$ cat src/sv/urfp_pkg.sv
package urfp_pkg;

    // field widths
    localparam int BYTE_W    = 8;
    localparam int POS_W     = 3;
    localparam int OUT_DATA_W = 48;

    // request kinds carried in tuser
    localparam logic OP_RX_BYTE = 1'b0;
    localparam logic OP_POLL    = 1'b1;

    // configuration register indexes
    localparam logic CFG_HEADER_FIRST  = 1'b0;
    localparam logic CFG_HEADER_SECOND = 1'b1;

    // configuration reset values
    localparam logic [BYTE_W-1:0] HEADER_FIRST_RST  = 8'h47;
    localparam logic [BYTE_W-1:0] HEADER_SECOND_RST = 8'h4f;

    // frame parser states, one-hot
    typedef enum logic [7:0] {
        ST_HDR1   = 8'b0000_0001,
        ST_HDR2   = 8'b0000_0010,
        ST_X      = 8'b0000_0100,
        ST_Y      = 8'b0000_1000,
        ST_GRIP   = 8'b0001_0000,
        ST_WEIGHT = 8'b0010_0000,
        ST_SKIP   = 8'b0100_0000,
        ST_CHECK  = 8'b1000_0000
    } t_frame_state;

    // frame parser state as its position in the frame
    function automatic logic [POS_W-1:0] state_pos(input t_frame_state st);
        logic [POS_W-1:0] pos;
        case (st)
            ST_HDR1:   pos = 3'd0;
            ST_HDR2:   pos = 3'd1;
            ST_X:      pos = 3'd2;
            ST_Y:      pos = 3'd3;
            ST_GRIP:   pos = 3'd4;
            ST_WEIGHT: pos = 3'd5;
            ST_SKIP:   pos = 3'd6;
            ST_CHECK:  pos = 3'd7;
            default:   pos = 3'd0;
        endcase
        return pos;
    endfunction

endpackage

$ cat src/sv/urfp_ram.sv
module urfp_ram #(
    parameter int WIDTH = 8,
    parameter int DEPTH = 8
) (
    input  logic                     i_clk,
    input  logic                     i_we,
    input  logic [$clog2(DEPTH)-1:0] i_waddr,
    input  logic [WIDTH-1:0]         i_wdata,
    input  logic [$clog2(DEPTH)-1:0] i_raddr,
    output logic [WIDTH-1:0]         o_rdata
);

    logic [WIDTH-1:0] r_mem [DEPTH];
    logic [WIDTH-1:0] r_rdata;

    // one write port, registered read (old data on a same-address write)
    always_ff @(posedge i_clk) begin
        if (i_we) begin
            r_mem[i_waddr] <= i_wdata;
        end
        r_rdata <= r_mem[i_raddr];
    end

    assign o_rdata = r_rdata;

endmodule

$ cat src/sv/uart_rx_ring_frame_parser_top.sv
// Receive ring and frame parser for a serial sensor link.
// Slave stream (i_s_*): one request per accepted beat. tuser[0] is the kind:
// a received serial byte (tdata holds it) or a consumer poll. A received
// byte goes into a RING_DEPTH-entry ring; a poll pops one byte, if the ring
// is not empty, into the frame parser (two header bytes, x, y, grip, weight,
// one skipped byte, checksum). There is no full check: RING_DEPTH unread
// bytes make the ring look empty again.
// Master stream (o_m_*): exactly one result per request, in order, with the
// stored frame fields, the pop flag, the parser position and the ack flag.
// o_m_tvalid rises in the cycle after acceptance. Throughput is one request
// per cycle unless the receiver stalls: the ring sits in a RAM with registered
// read whose address follows the next read index, so the head byte is always
// ready. A single output register holds the result; while the receiver
// stalls, o_s_tready stays high only in the cycle that result is taken.
// Reset (synchronous, i_rst_n low) empties the ring, returns the parser to
// the first header state, clears the stored fields and loads the default
// header bytes 'G' and 'O'. The ring contents need no clearing.
// The user makes configuration writes (i_cfg_*) only when the block is idle; the block does not enforce it.
module uart_rx_ring_frame_parser_top
    import urfp_pkg::*;
#(
    parameter int RING_DEPTH = 8
) (
    input  logic                  i_clk,
    input  logic                  i_rst_n,
    // configuration write port
    input  logic                  i_cfg_we,
    input  logic                  i_cfg_addr,
    input  logic [BYTE_W-1:0]     i_cfg_data,
    // request stream
    input  logic                  i_s_tvalid,
    output logic                  o_s_tready,
    input  logic [7:0]            i_s_tdata,   // [7:0] rx_byte
    input  logic                  i_s_tuser,   // [0] op
    // result stream
    output logic                  o_m_tvalid,
    input  logic                  i_m_tready,
    // [7:0] pos_x, [15:8] pos_y, [23:16] grip_level, [31:24] weight_level,
    // [39:32] frame_check, [40] byte_taken, [43:41] parse_position,
    // [44] ack_pulse, [47:45] zero
    output logic [OUT_DATA_W-1:0] o_m_tdata
);

    localparam int IDX_W = $clog2(RING_DEPTH);
    localparam logic [IDX_W-1:0] LAST_IDX = IDX_W'(RING_DEPTH - 1);

    logic [BYTE_W-1:0]     r_hdr_first;
    logic [BYTE_W-1:0]     r_hdr_second;
    logic [IDX_W-1:0]      r_wr_idx, n_wr_idx;
    logic [IDX_W-1:0]      r_rd_idx, n_rd_idx;
    t_frame_state          r_state, n_state;
    logic [BYTE_W-1:0]     r_pos_x, n_pos_x;
    logic [BYTE_W-1:0]     r_pos_y, n_pos_y;
    logic [BYTE_W-1:0]     r_grip, n_grip;
    logic [BYTE_W-1:0]     r_weight, n_weight;
    logic [BYTE_W-1:0]     r_check, n_check;
    logic                  r_byp_hit;
    logic [BYTE_W-1:0]     r_byp_data;
    logic                  r_m_valid;
    logic [OUT_DATA_W-1:0] r_m_data;

    logic                  in_fire;
    logic                  rx_wr;
    logic                  do_pop;
    logic                  n_ack;
    logic [BYTE_W-1:0]     ram_rdata;
    logic [BYTE_W-1:0]     head_byte;

    function automatic logic [IDX_W-1:0] idx_next(input logic [IDX_W-1:0] idx);
        return (idx == LAST_IDX) ? '0 : idx + 1'b1;
    endfunction

    // handshake
    assign o_s_tready = !r_m_valid || i_m_tready;
    assign in_fire    = i_s_tvalid && o_s_tready;
    assign rx_wr      = in_fire && (i_s_tuser == OP_RX_BYTE);
    assign do_pop     = in_fire && (i_s_tuser == OP_POLL) && (r_wr_idx != r_rd_idx);

    // ring indices
    assign n_wr_idx = rx_wr ? idx_next(r_wr_idx) : r_wr_idx;
    assign n_rd_idx = do_pop ? idx_next(r_rd_idx) : r_rd_idx;

    // ring storage, read address follows the next read index
    urfp_ram #(
        .WIDTH (BYTE_W),
        .DEPTH (RING_DEPTH)
    ) u_ring (
        .i_clk   (i_clk),
        .i_we    (rx_wr),
        .i_waddr (r_wr_idx),
        .i_wdata (i_s_tdata),
        .i_raddr (n_rd_idx),
        .o_rdata (ram_rdata)
    );

    // head byte, with bypass of a write to the entry being read
    assign head_byte = r_byp_hit ? r_byp_data : ram_rdata;

    // frame parser
    always_comb begin
        n_state  = r_state;
        n_pos_x  = r_pos_x;
        n_pos_y  = r_pos_y;
        n_grip   = r_grip;
        n_weight = r_weight;
        n_check  = r_check;
        n_ack    = 1'b0;
        if (do_pop) begin
            case (r_state)
                ST_HDR1: begin
                    n_state = (head_byte == r_hdr_first) ? ST_HDR2 : ST_HDR1;
                end
                ST_HDR2: begin
                    n_state = (head_byte == r_hdr_second) ? ST_X : ST_HDR1;
                end
                ST_X: begin
                    n_pos_x = head_byte;
                    n_state = ST_Y;
                end
                ST_Y: begin
                    n_pos_y = head_byte;
                    n_state = ST_GRIP;
                end
                ST_GRIP: begin
                    n_grip  = head_byte;
                    n_state = ST_WEIGHT;
                end
                ST_WEIGHT: begin
                    n_weight = head_byte;
                    n_ack    = 1'b1;
                    n_state  = ST_SKIP;
                end
                ST_SKIP: begin
                    n_state = ST_CHECK;
                end
                ST_CHECK: begin
                    n_check = head_byte;
                    n_state = ST_HDR1;
                end
                default: begin
                    n_state = ST_HDR1;
                end
            endcase
        end
    end

    // configuration registers
    always_ff @(posedge i_clk) begin
        if (!i_rst_n) begin
            r_hdr_first  <= HEADER_FIRST_RST;
            r_hdr_second <= HEADER_SECOND_RST;
        end else if (i_cfg_we) begin
            case (i_cfg_addr)
                CFG_HEADER_FIRST:  r_hdr_first  <= i_cfg_data;
                CFG_HEADER_SECOND: r_hdr_second <= i_cfg_data;
                default: ;
            endcase
        end
    end

    // ring and parser state
    always_ff @(posedge i_clk) begin
        if (!i_rst_n) begin
            r_wr_idx  <= '0;
            r_rd_idx  <= '0;
            r_state   <= ST_HDR1;
            r_pos_x   <= '0;
            r_pos_y   <= '0;
            r_grip    <= '0;
            r_weight  <= '0;
            r_check   <= '0;
            r_byp_hit <= 1'b0;
        end else begin
            r_wr_idx  <= n_wr_idx;
            r_rd_idx  <= n_rd_idx;
            r_state   <= n_state;
            r_pos_x   <= n_pos_x;
            r_pos_y   <= n_pos_y;
            r_grip    <= n_grip;
            r_weight  <= n_weight;
            r_check   <= n_check;
            r_byp_hit <= rx_wr && (r_wr_idx == n_rd_idx);
        end
    end

    // bypass data
    always_ff @(posedge i_clk) begin
        r_byp_data <= i_s_tdata;
    end

    // result register
    always_ff @(posedge i_clk) begin
        if (!i_rst_n) begin
            r_m_valid <= 1'b0;
        end else if (in_fire) begin
            r_m_valid <= 1'b1;
        end else if (i_m_tready) begin
            r_m_valid <= 1'b0;
        end
    end

    always_ff @(posedge i_clk) begin
        if (in_fire) begin
            r_m_data <= {3'b000, n_ack, state_pos(n_state), do_pop,
                         n_check, n_weight, n_grip, n_pos_y, n_pos_x};
        end
    end

    assign o_m_tvalid = r_m_valid;
    assign o_m_tdata  = r_m_data;

endmodule
$ cat config.mk
export PLATFORM = sky130hd
export DESIGN_NAME = uart_rx_ring_frame_parser_top
export DESIGN_NICKNAME = d
export VERILOG_FILES = /design/src/sv/urfp_pkg.sv /design/src/sv/urfp_ram.sv /design/src/sv/uart_rx_ring_frame_parser_top.sv
export SDC_FILE = /design/constraint.sdc
export NUM_CORES = 1
export LEC_CHECK = 0
export BUFFER_PORTS_ARGS = -buffer_cell sky130_fd_sc_hd__buf_2
export CORE_UTILIZATION = 53
export DETAILED_ROUTE_END_ITERATION = 8
export PLACE_DENSITY = 0.84
export SYNTH_ARGS = -nofsm -noshare
export SYNTH_HDL_FRONTEND = slang
export SYNTH_SLANG_ARGS = --single-unit
$ cat constraint.sdc
create_clock -name i_clk -period 2.7 [get_ports i_clk]
set_clock_uncertainty 0.1 [all_clocks]
set_input_delay 0.675 -clock i_clk [delete_from_list [all_inputs] [get_ports i_clk]]
set_output_delay 0.675 -clock i_clk [all_outputs]
set_load 0.01 [all_outputs]
==> results of run 1 <==
-- power groups by stage --
| stage | Sequential (mW) | Combinational [mW] | Clock, mW |
|---|---|---|---|
| after global routing | 3.27 | 0.402 | 2.76 |
| after CTS | 3.26 | 0.370 | 2.63 |
| after detailed placement | 3.33 | 0.369 | 0 |
| after global placement | 3.32 | 0.358 | 0 |
| after floorplan | 3.34 | 0.200 | 0 |
| final | 3.26 | 0.368 | 2.59 |
-- layer usage --
layer,track usage (%),vias to the layer above,share of wire [%]
met4,8.49,0,2.2
met1,27.2,2292,43
met5,0,-,0
met2,35.8,165,50
li1,-,2260,-
met3,5.20,27,5.6
-- cell type report --
cell class	instances	area share [%]
Multi-Input combinational cell	340	26.8
Timing Repair Buffer	111	7.86
Antenna cell	1	0.0277
Tap cell	180	2.49
Sequential cell	197	55.6
Clock buffer	18	4.74
Clock inverter	14	2.02
Inverter	11	0.456
-- kinds of logic after synthesis --
| logic type | Yosys count | synth area share (%) |
|---|---|---|
| buffers and inverters | 41 | 2.63 |
| multiplexers | 45 | 9.20 |
| adder cells (fa/ha/maj) | 4 | 0.657 |
| flip-flops | 197 | 66.1 |
| AO/OA/AOI/OAI | 61 | 4.83 |
| XOR/XNOR | 27 | 3.10 |
| other | 1 | 0.0492 |
| AND/OR/NAND/NOR | 200 | 13.4 |
-- placed cells by master, fill, tap and decap left out, types with 8 or more instances in the layout --
master / n
buf_2: 69
xor2_1: 10
edfxtp_1: 109
dfxtp_1: 88
buf_4: 38
nand2_1: 49
nor2b_1: 8
nor3_1: 11
mux2i_1: 18
mux4_2: 10
mux2_2: 9
and2_1: 45
xnor2_1: 17
a21boi_0: 10
clkbuf_16: 17
nand3_1: 13
a21oi_1: 38
inv_1: 10
nor2_1: 43
-- critical path, cell delays in order, from the launching register on --
cell      delay (ns)
dfxtp_1         0.40
nor3_1          0.42
nand2_1         0.19
nor4_2          0.46
a21oi_1         0.08
buf_4           0.18
nand2b_1        0.14
a211o_1         0.24
a21oi_1         0.14
-- sequential cells by signal, summed over array words and instances (netlist names) --
signal          cells
r_pos_x             8
o_m_tdata          45
r_pos_y             8
r_wr_idx            3
o_m_tvalid          1
u_ring.r_mem       64
u_ring.o_rdata      8
r_byp_data          8
r_grip              8
r_rd_idx            3
r_hdr_first         8
r_state             8
r_byp_hit           1
r_check             8
r_hdr_second        8
r_weight            8
-- per-stage QoR --
step / TNS (ns) / hold WS [ns] / cells / setup WS (ns)
after detailed placement: -0.147 / 0.374 / 839 / -0.0376
after CTS: 0 / 0.328 / 871 / 0.196
after global placement: 0 / 0.366 / 839 / 0.0127
after floorplan: -0.115 / 0.355 / 578 / -0.0144
final: 0 / 0.349 / 872 / 0.203
after global routing: 0 / 0.332 / 871 / 0.00305
-- worst min-delay path by stage --
stage	from	cells after the start	to	slack (ns)
final	i_s_tdata[3]	1	r_byp_data[3]	0.35
after global placement	r_hdr_first[3]	2	r_hdr_first[3]	0.37
after detailed placement	r_hdr_second[3]	2	r_hdr_second[3]	0.37
after floorplan	r_hdr_second[4]	2	r_hdr_second[4]	0.36
after global routing	i_s_tdata[6]	1	r_byp_data[6]	0.33
after CTS	i_s_tdata[6]	1	r_byp_data[6]	0.33
==> summary.md, run 1 <==
| Metric | Value |
|---|---|
| Fill cell count | between 900 and 1000 |
| Area Growth Syn to Fin | 18.8% |
| Nets | just over 700 |
| Slew @ Worst Pin | 0.545 ns |
| Slew headroom | 63.6% |
| Setup bufs post-CTS | 0 |
| Switching Share | 20.7% |
| Port Buffer Count | 69 |
| Fmax | 0.400 GHz |
| Cells after Synth | 576 |
| Critical Path End Type | flip-flop |
| Post-synth ARST share | 0% |
| Worst-Skew Late Latency | 0.43 ns |
| Crit-path max FO | 8 |
| R2R Setup Slk | 0.20 ns |
| Core area | 13900 um^2 |
| GP Congestion | 0.860 |
| Critical Path RT | 2.87 ns |
| Crit Path Class | flip-flop to flip-flop |
| Initial core utilization | a little over half |
| First-pass GRT wire length | roughly 24000 um |
| Placed Area | 8430 um^2 |
| Status | complete, no violations |
| Drt total wl | 14800 um |
| Final Max Tran Viols | 0 |
| DR pass1 iterations | 5 |
| Drt initial violations | roughly 330 |
| Post-DP HPWL | 10200 um |
| Drt via density | approximately 5.4 |
| Power share of the clock group | 41.6% |
| Power per cell area | about 690 nW/um^2 |
| Worst r2r src | r_state[3] |
| Vias in the first global route | 4568 |
| Worst hold path type | input port to flip-flop |
| Post-Syn Area | 7620 um^2 |
| Synth cell count leaders | edfxtp_1 (109), dfxtp_1 (88), nand2_1 (49) |
| Count leader, synth | edfxtp_1 |
| Max rail drop VDD | ~570 uV |
| Clock-pin slew on the worst setup and hold paths | 0.07 ns |
| RSZ-0062 raised after global routing | no |
| Die Ht | approximately 120 um |
| Site Rows | 43 |
| Final setup viols | 0 |
| Max Buffers Root-to-Sink | 2 |
| # DRC | 0 |
| H-tree lvl count | 4 |
| Clock Sinks | ~200 |
| Layout cell share with drive strength beyond 1 | 25.2% |
| Syn avg cell area | 13.2 um^2 |
| Flop pwr share | around 52% |
| CTS resizes | 0 |
| Initial antenna violation count | 1 |
| Synth top area cells | edfxtp_1 (43%), dfxtp_1 (23%), and2_1 (3.7%), mux4_2 (3.0%), a21oi_1 (2.5%) |
| Crit path from | r_state[3] |
| R2r worst-path depth | 8 |
| Multi-input gate area | 2420 um^2 |
| Sw power | 1.29 mW |
| Grt ovf | 0 |
| Synth Register Bits | slightly below 200 |
| Die W | 122 um |
| Critical path arrival | 2.67 ns |
| Final core occ | 64.9% |
| Startpoint Class | flip-flop |
| CTS Buf Count | 17 |
| CTS tree | built |
| Final worst path period need | between 2 and 2.5 ns |
| Number of enable flip-flop cells after synthesis | ~110 |
| Final instance area | 9050 um^2 |
| Root Driver | clkbuf_16 |
| Seq/Total Area, Yosys | 66.1% |
| Final Cycle Share | 92.5% |
| Crit path capture | o_m_tdata[42] |
| Max Cap Violations | 0 |
| Post-synth top flop | edfxtp_1 |
| Post-layout power | about 6.2 mW |
| RR Endpoint | o_m_tdata[42] |
| CTS Hold Bufs | 0 |
| Cell taking the most area after synthesis | edfxtp_1 |
| Synth top area share | 43.0% |
| Comb pwr share | 5.9% |
| Pint | 4.93 mW |
| Hold Fails Final Rpt | 0 |
| Register area | 5030 um^2 |
| Die area | between 10000 and 15000 um^2 |
| P_leak | around 3.5 nW |
| DR vias | roughly 4700 |
| Cell variety after synth | 46 |
| Num ports | 73 |
| All-Layer GR Usage | about 22% |
| Ys Warns | 0 |
| Avg WL per Cell | 17.0 um |
| Routed Antenna Nets | 0 |
| Pin count of the biggest net entering global routing | 46 |
(Power assumes the default switching activity.)
==> inputs of run 2 (changes only) <==
CORE_MARGIN = 3   (was not set)
==> summary.md, run 2 (same netlist as run 1, synthesis figures left out) <==
| Metric | Value |
|---|---|
| Critical path arrival | 2.75 ns (+0.08 ns) |
| Hold Fails Final Rpt | 0 (unchanged) |
| Final setup viols | 0 (unchanged) |
| Drt initial violations | 365 (+12%) |
| Drt total wl | 15300 um (+3.6%) |
| Met2 Use GR | 32.8% (-3.0 points) |
| # diodes | 0 (-1) |
| H-tree lvl count | 4 (unchanged) |
| Slew @ Worst Pin | 0.498 ns (-0.0469 ns) |
| # DRC | 0 (unchanged) |
| Avg WL per Cell | 17.7 um (+4.0%) |
| Critical Path End Type | flip-flop |
| All-Layer GR Usage | 19.9% (-1.7 points) |
| GP Congestion | 0.843 (-1.9%) |
| Grt ovf | 0 (unchanged) |
| Final worst path period need | 2.53 ns (+0.0334 ns) |
| Crit-path max FO | 18 (+10) |
| Crit path from | r_rd_idx[0] |
| Fmax | 0.395 GHz (-1.3%) |
| Worst r2r src | r_rd_idx[0] |
| First-pass GRT wire length | 24400 um (+3.2%) |
| Setup TNS Final | 0 ns (unchanged) |
| Port Buffer Count | 69 (unchanged) |
| Final Cycle Share | 93.7% (+1.2 points) |
| Site Rows | 43 (unchanged) |
| CTS Hold Bufs | 0 (unchanged) |
| Commonest non-fill, non-tap cell in the layout | edfxtp_1 |
| Nets | 702 (-0.43%) |
| CTS Buf Count | 17 (unchanged) |
| Die W | 126 um (+3.3%) |
| CTS tree | built |
| Status | complete, no violations |
| Die Ht | 126 um (+3.3%) |
| Die area | 15800 um^2 (+6.7%) |
| P_leak | 3.50 nW (-0.47%) |
| Worst-Skew Late Latency | 0.43 ns (about the same) |
| Initial core utilization | 54.4% (-0.21 points) |
| Final core occ | 64.7% (-0.28 points) |
| R2R Setup Slk | 0.17 ns (-0.03 ns) |
| Max rail drop VDD | 681 uV (+20%) |
| Startpoint Class | flip-flop |
| Routing usage on met1 | 26.1% (-1.2 points) |
| Critical Path RT | 2.92 ns (+0.05 ns) |
| GRT busiest layer | met2 |
| Power per cell area | 685 nW/um^2 (-0.32%) |
| Max FFs per register | 64 (unchanged) |
| Clock-pin slew on the worst setup and hold paths | 0.07 ns (about the same) |
| Placed Area | 8400 um^2 (-0.27%) |
| Biggest register | u_ring.r_mem |
| Num ports | 73 (unchanged) |
| Min-delay src | i_s_tdata[6] |
| Layout cell share with drive strength beyond 1 | 25.4% (+0.26 points) |
| Pin count of the biggest net entering global routing | 46 (unchanged) |
| Max Cap Violations | 0 (unchanged) |
| Area Growth Syn to Fin | 18.7% (about the same) |
| Most frequent cells in the layout | edfxtp_1 (109), dfxtp_1 (88), buf_2 (69) |
| CP Cell Sequence | xor2_1 -> nor3_2 -> or2_1 -> a21oi_4 -> buf_12 -> mux4_1 -> mux2_2 |
| Worst hold path type | input port to flip-flop |
| Post-DP HPWL | 10300 um (+1.1%) |
| Initial antenna violation count | 0 (-1) |
| DR pass1 iterations | 5 (unchanged) |
| Routed Antenna Nets | 0 (unchanged) |
| Crit Path Class | flip-flop to flip-flop |
| Drt via density | 5.46 (+0.31%) |
| Clock Sinks | 197 (unchanged) |
| Final instance area | 9040 um^2 (about the same) |
| Slew headroom | 66.7% (+3.1 points) |
| Root Driver | clkbuf_16 |
| Vias in the first global route | 4670 (+2.2%) |
| DR vias | 4737 (-0.15%) |
| RSZ-0062 raised after global routing | no |
| CP peak stage delay | 0.59 ns (+0.13 ns) |
| Final Max Tran Viols | 0 (unchanged) |
| Crit-path slowest cell | mux4_1 |
| M3 GR Usage | 4.58% (-0.62 points) |
| Max Buffers Root-to-Sink | 2 (unchanged) |
| Core area | 14000 um^2 (+0.39%) |
## run 2: path summary, 6_finish.rpt
kind,endpoint,cells after the start
worst max-delay path,u_ring.o_rdata[0],7
worst min-delay path,r_byp_data[6],1
worst max register to register,u_ring.o_rdata[0],7
worst min register to register,r_hdr_first[3],2
## run 2: final cells by class
cell class	instances	area [um^2]
Multi-Input combinational cell	340	2430
Timing Repair Buffer	108	688
Clock buffer	21	514
Fill cell	987	4940
Inverter	11	41.3
Clock inverter	11	109
Sequential cell	197	5030
Tap cell	180	225
## run 2: power breakdown
group          leakage (nW)  internal (mW)  switching, mW
Combinational          1.45          0.158          0.217
Sequential             1.75           3.23         0.0296
Clock                 0.298           1.47           1.09
## run 2: per-stage QoR
stage | cells | power [mW] | hold slack, ns | worst slack (ns)
2_1_floorplan | 578 | 3.54 | 0.355 | -0.0144
3_3_place_gp | 836 | 3.68 | 0.365 | 0.0156
3_5_place_dp | 836 | 3.70 | 0.370 | -0.0968
4_1_cts | 868 | 6.23 | 0.336 | 0.112
5_1_grt | 868 | 6.39 | 0.340 | 0.00817
6_report | 868 | 6.20 | 0.350 | 0.169
## run 2: worst max-delay path: cells and delay by family, from the launching register on
family	cells	cell delay (ns)
buffers and inverters	1	0.20
AND/OR/NAND/NOR	2	0.37
XOR/XNOR	1	0.21
AO/OA/AOI/OAI	1	0.18
flip-flops	1	0.47
multiplexers	2	0.87
## run 2: timing repair
item | 4_1_cts | 5_1_grt
gates resized for setup | 0 | 4
endpoints found under the setup margin | 0 | 3
setup buffers | 0 | 0
## run 2: metal layers
| layer | share of wire (%) | vias up |
|---|---|---|
| met3 | 6.3 | 27 |
| met1 | 42 | 2298 |
| li1 | - | 2237 |
| met2 | 49 | 175 |
| met4 | 2.3 | 0 |
| met5 | 0 | - |
==> inputs of run 3 (changes only) <==
BUFFER_PORTS_ARGS = not set   (was -buffer_cell sky130_fd_sc_hd__buf_2)
CORE_UTILIZATION = 57   (was 53)
DONT_BUFFER_PORTS = 1   (was not set)
SLEW_MARGIN = 20   (was not set)
==> summary.md, run 3 (same netlist as run 1, synthesis figures left out) <==
| Metric | Value |
|---|---|
| Status | complete, no violations |
| CP peak stage delay | 0.32 ns (-0.27 ns) |
| GP Congestion | 0.948 (+12%) |
| Met2 WL | 7780 um (+3.2%) |
| Layout cell share with drive strength beyond 1 | 17.5% (-7.9 points) |
| Multi-input gate area | 2440 um^2 (+0.26%) |
| # DRC | 0 (unchanged) |
| Area Growth Syn to Fin | 14.3% |
| RR Endpoint | o_m_tdata[42] |
| Max Cap Violations | 0 (unchanged) |
| Drt initial violations | 375 (+2.7%) |
| Die W | 122 um (-3.4%) |
| Root Driver | clkbuf_16 |
| Fmax | 0.389 GHz (-1.5%) |
| Final Cycle Share | 95.2% (+1.5 points) |
| Worst r2r src | r_byp_hit |
| # diodes | 0 (unchanged) |
| Critical Path RT | 2.87 ns (-0.05 ns) |
| Cell repeated most along the worst path | buf_4 |
| Crit-path max FO | 8 (-10) |
| Metal-1 WL | 6210 um (-4.2%) |
| Startpoint Class | flip-flop |
| Port Buffer Count | 0 (-100%) |
| Core area | 12800 um^2 (-8.3%) |
| Final Max Tran Viols | 0 (unchanged) |
| Final hold slack | 0.161 ns (-0.188 ns) |
| P_leak | 3.22 nW (-7.9%) |
| All-Layer GR Usage | 21.9% (+1.9 points) |
| CTS Buf Count | 17 (unchanged) |
| Max FFs per register | 64 (unchanged) |
| R2R Setup Slk | 0.13 ns (-0.04 ns) |
| Dpl cells | 760 (-9.1%) |
| Pin count of the biggest net entering global routing | 73 (+59%) |
| Commonest non-fill, non-tap cell in the layout | edfxtp_1 |
| Post-DP HPWL | 9980 um (-3.1%) |
| Crit-path slowest cell | dfxtp_1 |
| Initial antenna violation count | 0 (unchanged) |
| Die area | 14800 um^2 (-6.7%) |
| Slew @ Worst Pin | 0.585 ns (+0.0873 ns) |
| Critical Path End Type | flip-flop |
| Vias in the first global route | 4547 (-2.6%) |
| Die Ht | 122 um (-3.4%) |
| Met3 WL | 870 um (-10%) |
| CTS Hold Bufs | 0 (unchanged) |
| Clock-pin slew on the worst setup and hold paths | 0.07 ns (about the same) |
| Critical path arrival | 2.74 ns (about the same) |
| Biggest register | u_ring.r_mem |
| Final instance area | 8700 um^2 (-3.7%) |
| Worst hold path type | input port to flip-flop |
| Final worst path period need | 2.57 ns (+0.0394 ns) |
| CTS tree | built |
| R2r worst-path depth | 10 (+3) |
| Crit Path Class | flip-flop to flip-flop |
| Most frequent cells in the layout | edfxtp_1 (109), dfxtp_1 (88), nand2_1 (49) |
| First-pass GRT wire length | 24200 um (-0.88%) |
| Worst-Skew Late Latency | 0.43 ns (about the same) |
| Grt ovf | 0 (unchanged) |
| Finished Layout Cells | 794 (-8.5%) |
| Crit path from | r_byp_hit |
| Num ports | 73 (unchanged) |
| Max rail drop VDD | 587 uV (-14%) |
| Clock Sinks | 197 (unchanged) |
| Drt via density | 5.75 (+5.4%) |
| DR pass1 iterations | 5 (unchanged) |
| Register area | 5030 um^2 (unchanged) |
| H-tree lvl count | 4 (unchanged) |
| Max Buffers Root-to-Sink | 2 (unchanged) |
| Fill cell count | 832 (-16%) |
| Setup TNS Final | 0 ns (unchanged) |
| Hold Fails Final Rpt | 0 (unchanged) |
| Routed Antenna Nets | 0 (unchanged) |
| Slew headroom | 60.7% (-6.0 points) |
| DR vias | 4568 (-3.6%) |
| Initial core utilization | 59.4% (+4.9 points) |
| Crit path capture | o_m_tdata[42] |
| Drt total wl | 15400 um (+0.57%) |
| Final setup viols | 0 (unchanged) |
| Placed Area | 8030 um^2 (-4.4%) |
| Avg WL per Cell | 19.4 um (+9.9%) |
| Nets | 636 (-9.4%) |
| Site Rows | 41 (-4.7%) |
| Power per cell area | 708 nW/um^2 (+3.4%) |
| CP Cell Sequence | buf_4 -> mux2i_2 -> buf_4 -> xnor2_1 -> nor4_1 -> nand4_1 -> buf_4 -> a32oi_2 -> nand4_1 -> a21oi_1 |
| Max Used Layer | met4 |
[run 3: cell type report]
type / instances / share of cell area, %
flip-flops and latches: 197 / 57.8
well taps: 172 / 2.47
multi-input cells: 340 / 28.0
clock inverters: 9 / 1.19
repair buffers: 42 / 3.91
inverters: 11 / 0.474
clock buffers: 23 / 6.11
[run 3: routing by layer]
| metal | vias up | track usage (%) |
|---|---|---|
| met5 | - | 0 |
| met3 | 49 | 5.25 |
| met2 | 179 | 36.9 |
| li1 | 2106 | - |
| met4 | 0 | 10.0 |
| met1 | 2234 | 26.7 |
[run 3: critical path: cells and delay by family, from the launching register on]
family                 cells  cell delay, ns
AO/OA/AOI/OAI              2            0.50
multiplexers               1            0.28
flip-flops                 1            0.32
AND/OR/NAND/NOR            3            0.59
buffers and inverters      3            0.56
XOR/XNOR                   1            0.05
[run 3: how the worst min path moves through the flow]
stage	cells after the start	slack [ns]	from	to
after floorplan	2	0.36	r_hdr_second[4]	r_hdr_second[4]
after global placement	2	0.37	r_hdr_second[7]	r_hdr_second[7]
after detailed placement	2	0.37	r_hdr_second[5]	r_hdr_second[5]
after CTS	0	0.15	i_s_tdata[1]	r_byp_data[1]
after global routing	0	0.14	i_s_tdata[3]	r_byp_data[3]
final	0	0.16	i_s_tdata[3]	r_byp_data[3]
[run 3: timing repair]
item                                    CTS  global route
resized for setup                         0             5
endpoints found under the setup margin    0             3
setup buffers                             0             2
[run 3: through the flow]
stage	worst slack, ns	total power, mW	utilization [%]
final	0.130	6.16	67.9
after global routing	-0.0466	6.34	67.9
after CTS	0.0253	6.19	67.6
after detailed placement	0.00974	3.62	62.6
after global placement	-0.0191	3.61	62.6
after floorplan	-0.0144	3.54	-
[run 3: where the power goes]
part	switching (mW)	leakage (nW)	internal (mW)
combinational	0.152	1.16	0.125
sequential	0.0503	1.75	3.23
clock	1.09	0.309	1.51
